`config.mk`:
```
export PLATFORM = sky130hd
export DESIGN_NAME = adc_to_temperature_keystrokes
export DESIGN_NICKNAME = d
export VERILOG_FILES = /design/src/rtl/core/atk_pkg.sv /design/src/rtl/core/atk_div.sv /design/src/rtl/core/atk_table.sv /design/src/rtl/core/adc_to_temperature_keystrokes.sv
export SDC_FILE = /design/constraint.sdc
export NUM_CORES = 1
export LEC_CHECK = 0
export ABC_AREA = 1
export BUFFER_PORTS_ARGS = -buffer_cell sky130_fd_sc_hd__buf_2
export CAP_MARGIN = 0
export CORE_ASPECT_RATIO = 0.75
export CORE_MARGIN = 2
export CORE_UTILIZATION = 39
export CTS_BUF_LIST = sky130_fd_sc_hd__clkbuf_8
export CTS_CLUSTER_SIZE = 16
export DETAILED_ROUTE_END_ITERATION = 7
export GPL_TIMING_DRIVEN = 0
export HOLD_SLACK_MARGIN = 0.12
export MAX_ROUTING_LAYER = met4
export PLACE_DENSITY = 0.53
export SLEW_MARGIN = 20
export SYNTH_ARGS = -nofsm -noshare
export SYNTH_HDL_FRONTEND = slang
export SYNTH_SLANG_ARGS = --single-unit
```
`constraint.sdc`:
```
create_clock -name clk -period 10.1 [get_ports clk]
set_input_delay 1.515 -clock clk [delete_from_list [all_inputs] [get_ports clk]]
set_output_delay 1.515 -clock clk [all_outputs]
set_load 0.02 [all_outputs]
```
`src/rtl/core/atk_pkg.sv`:
```
// Package for the ADC-to-temperature keystroke block.
// Holds table geometry, key codes, sequencer states and shared structs.
`default_nettype none
package atk_pkg;

    localparam int TABLE_DEPTH = 32;
    localparam int ADDR_W      = $clog2(TABLE_DEPTH);
    localparam int IDX_W       = ADDR_W + 1;

    localparam int DIV_W = 11;   // dividend / quotient width
    localparam int DSR_W = 7;    // divisor / remainder width
    localparam int CNT_W = 4;    // divider step counter

    localparam logic [5:0] KEY_REL   = 6'd0;
    localparam logic [5:0] KEY_ONE   = 6'd30;
    localparam logic [5:0] KEY_ZERO  = 6'd39;
    localparam logic [5:0] KEY_ENTER = 6'd40;
    localparam logic [5:0] KEY_DASH  = 6'd45;
    localparam logic [5:0] KEY_DOT   = 6'd55;

    localparam logic FUNC_LOAD    = 1'b0;
    localparam logic FUNC_CONVERT = 1'b1;

    localparam logic CFG_ENTRIES = 1'b0;
    localparam logic CFG_RAW     = 1'b1;

    typedef enum logic [3:0] {
        ST_IDLE,
        ST_SRCH_RD,
        ST_SRCH_CMP,
        ST_SEL_RD,
        ST_SEL,
        ST_Q1_WAIT,
        ST_TEN,
        ST_TEN_WAIT,
        ST_DIG,
        ST_EM_LEAD,
        ST_EM_NEG,
        ST_EM_DIG,
        ST_EM_DOT,
        ST_EM_TEN,
        ST_EM_ENT
    } state_t;

    typedef struct packed {
        logic [9:0] bp;
        logic [7:0] temp;
        logic [6:0] step;
    } entry_t;

    typedef struct packed {
        logic             start;
        logic [DIV_W-1:0] dividend;
        logic [DSR_W-1:0] divisor;
    } div_req_t;

    typedef struct packed {
        logic             done;
        logic [DIV_W-1:0] quot;
        logic [DSR_W-1:0] rem;
    } div_rsp_t;

    function automatic logic [5:0] digit_key(input logic [3:0] d);
        digit_key = (d == 4'd0) ? KEY_ZERO : 6'(KEY_ONE - 6'd1 + {2'b00, d});
    endfunction

endpackage
`default_nettype wire

```
`src/rtl/core/atk_div.sv`:
```
// Shared restoring divider, one quotient bit per cycle.
// Depends on atk_pkg for widths and request/response structs.
`default_nettype none
module atk_div (
    input  wire logic             clk,
    input  wire logic             rst_n,
    input  wire atk_pkg::div_req_t req,
    output atk_pkg::div_rsp_t      rsp
);
    logic [atk_pkg::DIV_W-1:0] quo_reg;
    logic [atk_pkg::DSR_W-1:0] rem_reg;
    logic [atk_pkg::DSR_W-1:0] dsr_reg;
    logic [atk_pkg::CNT_W-1:0] cnt_reg;
    logic                      busy_reg;
    logic                      done_reg;
    logic [atk_pkg::DSR_W:0]   trial;
    logic                      fits;

    assign trial = {rem_reg, quo_reg[atk_pkg::DIV_W-1]};
    assign fits  = trial >= {1'b0, dsr_reg};

    always_ff @(posedge clk or negedge rst_n)
    begin
        if (!rst_n)
        begin
            busy_reg <= 1'b0;
            done_reg <= 1'b0;
            cnt_reg  <= '0;
        end
        else
        begin
            done_reg <= 1'b0;
            if (req.start)
            begin
                busy_reg <= 1'b1;
                cnt_reg  <= '0;
            end
            else if (busy_reg)
            begin
                cnt_reg <= cnt_reg + 1'b1;
                if (cnt_reg == atk_pkg::CNT_W'(atk_pkg::DIV_W - 1))
                begin
                    busy_reg <= 1'b0;
                    done_reg <= 1'b1;
                end
            end
        end
    end

    always_ff @(posedge clk)
    begin
        if (req.start)
        begin
            quo_reg <= req.dividend;
            rem_reg <= '0;
            dsr_reg <= req.divisor;
        end
        else if (busy_reg)
        begin
            // shift in the next dividend bit, subtract when it fits
            quo_reg <= {quo_reg[atk_pkg::DIV_W-2:0], fits};
            rem_reg <= fits ? atk_pkg::DSR_W'(trial - {1'b0, dsr_reg})
                            : trial[atk_pkg::DSR_W-1:0];
        end
    end

    assign rsp.done = done_reg;
    assign rsp.quot = quo_reg;
    assign rsp.rem  = rem_reg;
endmodule
`default_nettype wire

```
`src/rtl/core/atk_table.sv`:
```
// Calibration table memory: one write port, one registered read port.
// Depends on atk_pkg for depth and entry layout.
`default_nettype none
module atk_table (
    input  wire logic                       clk,
    input  wire logic                       wr_en,
    input  wire logic [atk_pkg::ADDR_W-1:0] wr_addr,
    input  wire atk_pkg::entry_t            wr_data,
    input  wire logic [atk_pkg::ADDR_W-1:0] rd_addr,
    output atk_pkg::entry_t                 rd_data
);
    atk_pkg::entry_t mem [atk_pkg::TABLE_DEPTH];
    atk_pkg::entry_t rd_reg;

    always_ff @(posedge clk)
    begin
        if (wr_en)
        begin
            mem[wr_addr] <= wr_data;
        end
        rd_reg <= mem[rd_addr];
    end

    assign rd_data = rd_reg;
endmodule
`default_nettype wire

```
`src/rtl/core/adc_to_temperature_keystrokes.sv`:
```
// Top level of the ADC-to-temperature keystroke block.
// Uses atk_pkg, atk_table (calibration memory) and atk_div (shared divider).
//
// Channel | Dir | Handshake          | Payload
// s_*     | in  | s_tvalid/s_tready  | tdata: slot, breakpoint, temperature, step, sample
//         |     |                    | tuser: func (0 load, 1 convert)
// m_*     | out | m_tvalid/m_tready  | tdata: key_code; tlast: last_key
// cfg_*   | in  | cfg_valid/cfg_ready| cfg_index, cfg_data
//
// A load word is written to the table when it is accepted. A convert word
// searches the table with a read state and a compare state per entry, reads the
// chosen entry, then runs the shared divider twice (start, eleven quotient bits,
// done) for the segment quotient and the tenths digit, and splits the integer
// into decimal digits at one digit per cycle; raw mode skips the search and the
// divider. Codes then go out at one per cycle when the output is not stalled.
// s_tready is high only while the sequencer is idle; a stalled output holds
// the sequencer. Reset returns to idle with one table entry in use, raw off.
`default_nettype none
module adc_to_temperature_keystrokes (
    input  wire logic        clk,
    input  wire logic        rst_n,
    input  wire logic        s_tvalid,
    output logic             s_tready,
    input  wire logic [39:0] s_tdata,  // slot[4:0] bp[14:5] temp[22:15] step[29:23] sample[39:30]
    input  wire logic [0:0]  s_tuser,  // func[0]
    output logic             m_tvalid,
    input  wire logic        m_tready,
    output logic [7:0]       m_tdata,  // key_code[5:0], zero [7:6]
    output logic             m_tlast,
    input  wire logic        cfg_valid,
    output logic             cfg_ready,
    input  wire logic [0:0]  cfg_index,
    input  wire logic [5:0]  cfg_data
);
    localparam int AW = atk_pkg::ADDR_W;
    localparam int IW = atk_pkg::IDX_W;

    atk_pkg::state_t state_reg, state_next;

    logic [5:0]        entries_reg;
    logic              raw_cfg_reg;
    logic              raw_reg;
    logic [9:0]        sample_reg;
    logic [IW-1:0]     idx_reg;
    logic              below_reg;
    logic [7:0]        temp_reg;
    logic [6:0]        step_reg;
    logic [6:0]        rem1_reg;
    logic [3:0]        tenths_reg;
    logic [10:0]       mag_reg;
    logic              neg_reg;
    logic [3:0]        digs_reg [4];
    logic [2:0]        ndig_reg;
    logic [1:0]        dig_idx_reg;
    logic              rel_reg;
    logic              mv_reg;
    logic [5:0]        key_reg;
    logic              last_reg;

    logic              s_acc;
    logic              emitting;
    logic              load;
    logic [5:0]        key_now;
    logic [IW-1:0]     lim;
    logic [AW-1:0]     rd_addr;
    atk_pkg::entry_t   rd_data;
    atk_pkg::entry_t   wr_data;
    atk_pkg::div_req_t dreq;
    atk_pkg::div_rsp_t drsp;
    logic [9:0]        seg_dist;
    logic [6:0]        step_eff;
    logic signed [11:0] qval;
    logic [26:0]       dig_prod;
    logic [10:0]       dig_q;
    logic [3:0]        dig_r;

    assign s_tready  = (state_reg == atk_pkg::ST_IDLE);
    assign s_acc     = s_tvalid && s_tready;
    assign cfg_ready = 1'b1;

    // clamp the searched entry count into 1..depth
    assign lim = (entries_reg == 6'd0) ? IW'(1) :
                 ({1'b0, entries_reg} > 7'(atk_pkg::TABLE_DEPTH)) ? IW'(atk_pkg::TABLE_DEPTH)
                                                                  : IW'(entries_reg);

    assign wr_data.bp   = s_tdata[14:5];
    assign wr_data.temp = s_tdata[22:15];
    assign wr_data.step = s_tdata[29:23];

    assign rd_addr = (state_reg == atk_pkg::ST_SRCH_RD) ? idx_reg[AW-1:0] :
                     (idx_reg == '0) ? '0 : AW'(idx_reg - 1'b1);

    atk_table u_table (
        .clk     (clk),
        .wr_en   (s_acc && s_tuser[0] == atk_pkg::FUNC_LOAD &&
                  {1'b0, s_tdata[4:0]} < 6'(atk_pkg::TABLE_DEPTH)),
        .wr_addr (s_tdata[AW-1:0]),
        .wr_data (wr_data),
        .rd_addr (rd_addr),
        .rd_data (rd_data)
    );

    // distance to the chosen breakpoint; below the first one it is mirrored
    assign seg_dist = below_reg ? 10'(rd_data.bp - sample_reg) : 10'(sample_reg - rd_data.bp);
    assign step_eff = (rd_data.step == 7'd0) ? 7'd1 : rd_data.step;
    assign qval     = below_reg ? 12'($signed(temp_reg) - $signed({1'b0, drsp.quot}))
                                : 12'($signed(temp_reg) + $signed({1'b0, drsp.quot}));

    // divide the magnitude by ten with a reciprocal multiply, exact for 11 bits
    assign dig_prod = {16'd0, mag_reg} * 27'd52429;
    assign dig_q    = {3'd0, dig_prod[26:19]};
    assign dig_r    = 4'(mag_reg - dig_q * 11'd10);

    always_comb
    begin
        dreq = '0;
        case (state_reg)
            atk_pkg::ST_SEL:
            begin
                dreq.start    = 1'b1;
                dreq.dividend = {1'b0, seg_dist};
                dreq.divisor  = step_eff;
            end
            atk_pkg::ST_TEN:
            begin
                dreq.start    = 1'b1;
                dreq.dividend = 11'({4'd0, rem1_reg} * 11'd10);
                dreq.divisor  = step_reg;
            end
            default: dreq = '0;
        endcase
    end

    atk_div u_div (
        .clk   (clk),
        .rst_n (rst_n),
        .req   (dreq),
        .rsp   (drsp)
    );

    // key for the current emit state; a release follows every key
    always_comb
    begin
        case (state_reg)
            atk_pkg::ST_EM_LEAD: key_now = atk_pkg::KEY_REL;
            atk_pkg::ST_EM_NEG:  key_now = atk_pkg::KEY_DASH;
            atk_pkg::ST_EM_DIG:  key_now = atk_pkg::digit_key(digs_reg[dig_idx_reg]);
            atk_pkg::ST_EM_DOT:  key_now = atk_pkg::KEY_DOT;
            atk_pkg::ST_EM_TEN:  key_now = atk_pkg::digit_key(tenths_reg);
            atk_pkg::ST_EM_ENT:  key_now = atk_pkg::KEY_ENTER;
            default:             key_now = atk_pkg::KEY_REL;
        endcase
        if (rel_reg)
        begin
            key_now = atk_pkg::KEY_REL;
        end
    end

    assign emitting = (state_reg == atk_pkg::ST_EM_LEAD) || (state_reg == atk_pkg::ST_EM_NEG) ||
                      (state_reg == atk_pkg::ST_EM_DIG)  || (state_reg == atk_pkg::ST_EM_DOT) ||
                      (state_reg == atk_pkg::ST_EM_TEN)  || (state_reg == atk_pkg::ST_EM_ENT);
    assign load = emitting && (!mv_reg || m_tready);

    // next state
    always_comb
    begin
        state_next = state_reg;
        case (state_reg)
            atk_pkg::ST_IDLE:
                if (s_acc && s_tuser[0] == atk_pkg::FUNC_CONVERT)
                begin
                    state_next = raw_cfg_reg ? atk_pkg::ST_DIG : atk_pkg::ST_SRCH_RD;
                end
            atk_pkg::ST_SRCH_RD:
                state_next = atk_pkg::ST_SRCH_CMP;
            atk_pkg::ST_SRCH_CMP:
                if (sample_reg < rd_data.bp || IW'(idx_reg + 1'b1) == lim)
                begin
                    state_next = atk_pkg::ST_SEL_RD;
                end
                else
                begin
                    state_next = atk_pkg::ST_SRCH_RD;
                end
            atk_pkg::ST_SEL_RD:   state_next = atk_pkg::ST_SEL;
            atk_pkg::ST_SEL:      state_next = atk_pkg::ST_Q1_WAIT;
            atk_pkg::ST_Q1_WAIT:  if (drsp.done) state_next = atk_pkg::ST_TEN;
            atk_pkg::ST_TEN:      state_next = atk_pkg::ST_TEN_WAIT;
            atk_pkg::ST_TEN_WAIT: if (drsp.done) state_next = atk_pkg::ST_DIG;
            atk_pkg::ST_DIG:
                state_next = (dig_q == '0) ? atk_pkg::ST_EM_LEAD : atk_pkg::ST_DIG;
            atk_pkg::ST_EM_LEAD:
                if (load && rel_reg)
                begin
                    state_next = neg_reg ? atk_pkg::ST_EM_NEG : atk_pkg::ST_EM_DIG;
                end
            atk_pkg::ST_EM_NEG:
                if (load && rel_reg) state_next = atk_pkg::ST_EM_DIG;
            atk_pkg::ST_EM_DIG:
                if (load && rel_reg && dig_idx_reg == 2'd0)
                begin
                    state_next = raw_reg ? atk_pkg::ST_EM_ENT : atk_pkg::ST_EM_DOT;
                end
            atk_pkg::ST_EM_DOT:
                if (load && rel_reg) state_next = atk_pkg::ST_EM_TEN;
            atk_pkg::ST_EM_TEN:
                if (load && rel_reg) state_next = atk_pkg::ST_EM_ENT;
            atk_pkg::ST_EM_ENT:
                if (load && rel_reg) state_next = atk_pkg::ST_IDLE;
            default: state_next = atk_pkg::ST_IDLE;
        endcase
    end

    // control registers
    always_ff @(posedge clk or negedge rst_n)
    begin
        if (!rst_n)
        begin
            state_reg   <= atk_pkg::ST_IDLE;
            entries_reg <= 6'd1;
            raw_cfg_reg <= 1'b0;
            mv_reg      <= 1'b0;
            rel_reg     <= 1'b0;
        end
        else
        begin
            state_reg <= state_next;
            if (cfg_valid && cfg_ready)
            begin
                if (cfg_index[0] == atk_pkg::CFG_ENTRIES)
                begin
                    entries_reg <= cfg_data;
                end
                else
                begin
                    raw_cfg_reg <= cfg_data[0];
                end
            end
            if (load)
            begin
                mv_reg  <= 1'b1;
                rel_reg <= !rel_reg;
            end
            else if (m_tready)
            begin
                mv_reg <= 1'b0;
            end
        end
    end

    // datapath registers
    always_ff @(posedge clk)
    begin
        if (load)
        begin
            key_reg  <= key_now;
            last_reg <= rel_reg && (state_reg == atk_pkg::ST_EM_ENT);
        end
        case (state_reg)
            atk_pkg::ST_IDLE:
            begin
                sample_reg <= s_tdata[39:30];
                raw_reg    <= raw_cfg_reg;
                idx_reg    <= '0;
                mag_reg    <= {1'b0, s_tdata[39:30]};
                neg_reg    <= 1'b0;
                ndig_reg   <= '0;
            end
            atk_pkg::ST_SRCH_CMP:
            begin
                // stop at the first breakpoint above the sample, or at the last searched entry
                below_reg <= 1'b0;
                if (sample_reg < rd_data.bp)
                begin
                    below_reg <= (idx_reg == '0);
                end
                else if (IW'(idx_reg + 1'b1) != lim)
                begin
                    idx_reg <= IW'(idx_reg + 1'b1);
                end
                else
                begin
                    idx_reg <= lim;
                end
            end
            atk_pkg::ST_SEL_RD:
                ;
            atk_pkg::ST_SEL:
            begin
                temp_reg <= rd_data.temp;
                step_reg <= step_eff;
            end
            atk_pkg::ST_Q1_WAIT:
                if (drsp.done)
                begin
                    rem1_reg <= drsp.rem;
                    neg_reg  <= qval[11];
                    mag_reg  <= qval[11] ? 11'(-qval) : qval[10:0];
                end
            atk_pkg::ST_TEN_WAIT:
                if (drsp.done) tenths_reg <= drsp.quot[3:0];
            atk_pkg::ST_DIG:
            begin
                digs_reg[ndig_reg[1:0]] <= dig_r;
                ndig_reg    <= ndig_reg + 1'b1;
                dig_idx_reg <= ndig_reg[1:0];
                mag_reg     <= dig_q;
            end
            atk_pkg::ST_EM_DIG:
                if (load && rel_reg && dig_idx_reg != 2'd0)
                begin
                    dig_idx_reg <= dig_idx_reg - 1'b1;
                end
            default:
                ;
        endcase
    end

    assign m_tvalid = mv_reg;
    assign m_tdata  = {2'b00, key_reg};
    assign m_tlast  = last_reg;
endmodule
`default_nettype wire

```
==> flow_summary.toml <==
[sta]
rsz0062_at_grt = "false"
finalClockSkew_ns = 0.0645
post-route-period-util_pct = 57.9
fmax_ghz = 0.171
hold_viol_final = 0
fin_setup_tns_ns = 0
setup_viol = 0
slew_violations = 0
tightest_slew_ns = 1.13
layout_min_cycle_time_ns = 5.85
relSlewSlack_pct = 24.6

[cells_and_area]
final_common_cell = "edfxtp_1"
drive_gt1_share_pct = 12.1
largest_reg_flops = 800
area_growth_pct = 13.1
layout.nets = 4340
mostFrequentLayoutCells = "edfxtp_1 (901), inv_1 (509), nor2_1 (457), nand2_1 (373), o21ai_0 (371)"

[setup_path]
critPathKind = "reg2reg"
startpoint_type = "flop"
worst_ep_arrival_time_ns = 6.45
cp_slowest_cell = "fa_1"
cpMostUsedCell = "fa_1"
path_buf_inv = 3
required_ns = 10.70
crit_family = "adder cells"
crit_chain = "ha_1 -> fa_1 -> inv_1 -> fa_1 -> fa_1 -> fa_1 -> inv_1 -> ha_1 -> a21oi_1 -> o21bai_1 -> a21oi_1 -> nand3b_1 -> nand2_1 -> inv_1 -> ha_1 -> fa_1 -> xnor2_1 -> xor2_1 -> xor2_1"
end_kind = "flop"
crit_path_max_fanout = 5
cpPeakStageDelay_ns = 0.68

[hold_path]
min-delay-path-class = "reg2reg"

[route]
ant_nets = 0
drc_errors = 0
wl_per_cell_um = 21.9
vias = 29900
drt_iter0_markers = 3372
finalWirelength_um = 126000
firstDrtPassIters = 6
vias_per_cell = 5.20

[placement]
portBuffers = 61
hpwl_um = 87800
gp_congestion = 0.928

[clock_network]
ctsHoldBuffers = 0
cts_resized = 0
cts_tree = "built"
clockBufferDepth = 3
postCtsSetupRepairBufs = 0
cts_buffers = 154
clk_latency_ns = 0.86
cts-htree-levels = 4
clk_pin_slew_worst_paths_ns = 0.06
clock_sinks = 954
cts_root_buffer = "clkbuf_8"

[floorplanning]
die_area_um2 = 116000
io_pins = 65
core_area_um2 = 112000
initial_core_util_pct = 39.4
die_w_um = 392
num_rows = 106
die_y_um = 295

[global_route]
grt_pass1_vias = 28100
use_met1_pct = 34.7
antenna_found_initial = 6
grt_first_pass_wirelength_um = 186000
grtUsageMet2_pct = 31.4
grt_most_used_layer = "met1"
track_usage_pct = 22.6
grt-ovfl-total = 0
grt_max_degree = 33
use_met3_pct = 3.22

[logic_synthesis]
ys_dominant_reg_cell = "edfxtp_1"
syn_avg_cell_area_um2 = 11.4
synth_seq_area_share_pct = 64.0
synth_edf_count = 901
synthDistinctLibCells = 62
synth_cells = 3868
yosysTopAreaCell = "edfxtp_1"
synth_top_area_share_pct = 61.4
syn_area_um2 = 44100
synthTopCellsByArea = "edfxtp_1 (61%), o21ai_0 (4.2%), nor2_1 (4.2%)"
synth_warnings = 0
async_reset_ff_share_pct = 1.99
synth-seq-cells = 954

[job]
max_cap_viol_count = 0

[run_status]
status = "finished clean"
==> area by class of cell <==
cell class,count,area [µm²]
Timing Repair Buffer,83,806
Clock inverter,113,562
Buffer,187,1050
Inverter,454,1700
Tap cell,1512,1890
Fill cell,10500,62000
Antenna cell,8,20.0
Multi-Input combinational cell,2274,13300
Clock buffer,163,2240
Sequential cell,954,28200
==> per-layer routing <==
metal	vias to the layer above	part of all wire, %
met1	14600	49
met5	-	0
li1	14100	-
met2	1036	42
met3	152	7.9
met4	0	1.6
==> cell families after synthesis <==
| family | after synthesis | synth area share [%] |
|---|---|---|
| AOI/OAI and AO/OA | 943 | 12.6 |
| buffers and inverters | 641 | 6.26 |
| adders and majority gates | 179 | 5.83 |
| xor gates and xnor gates | 43 | 0.855 |
| DFF | 954 | 64.0 |
| muxes | 2 | 0.0511 |
| other | 2 | 0.0170 |
| and+or+nand+nor | 1104 | 10.3 |
==> Yosys cell counts, types with 44 or more instances <==
cell type / number
a21oi_1: 168
buf_2: 89
clkbuf_1: 54
edfxtp_1: 901
fa_1: 44
ha_1: 135
inv_1: 442
nand2_1: 373
nand3_1: 168
nor2_1: 490
o211ai_1: 203
o21ai_0: 371
o21ai_1: 104
==> stage by stage <==
| step | hold slack [ns] | setup slack (ns) | cells | util (%) | cell area [µm²] |
|---|---|---|---|---|---|
| 3_5_place_dp | 0.393 | 4.25 | 5464 | 42.1 | 47000 |
| 5_1_grt | 0.412 | 3.91 | 5745 | 44.6 | 49800 |
| 6_report | 0.401 | 4.25 | 5748 | 44.6 | 49800 |
| 3_3_place_gp | 0.390 | 3.71 | 5442 | 41.4 | 46300 |
| 2_1_floorplan | 0.386 | 4.97 | 3869 | - | 44100 |
| 4_1_cts | 0.405 | 4.22 | 5740 | 44.6 | 49800 |
==> worst paths after layout <==
check                                       startpoint                         end  slack [ns]  cells past startpoint
setup / recovery                  mag_reg[5]$_DFFE_PP_    digs_reg[3][3]$_DFFE_PP_        4.25                     19
hold / removal             u_table.rd_data[10]$_DFF_P_       temp_reg[3]$_DFFE_PP_        0.40                      0
setup reg to reg                  mag_reg[5]$_DFFE_PP_    digs_reg[3][3]$_DFFE_PP_        4.25                     19
hold reg to reg            u_table.rd_data[10]$_DFF_P_       temp_reg[3]$_DFFE_PP_        0.40                      0
max in group asynchronous                        rst_n  entries_reg[1]$_DFFE_PN0P_        9.14                      1
min in group asynchronous                        rst_n         rel_reg$_DFFE_PN0P_        0.59                      1
Power is not shown: default switching activity piles up to over one toggle a cycle in this logic, so the estimate is an artifact.
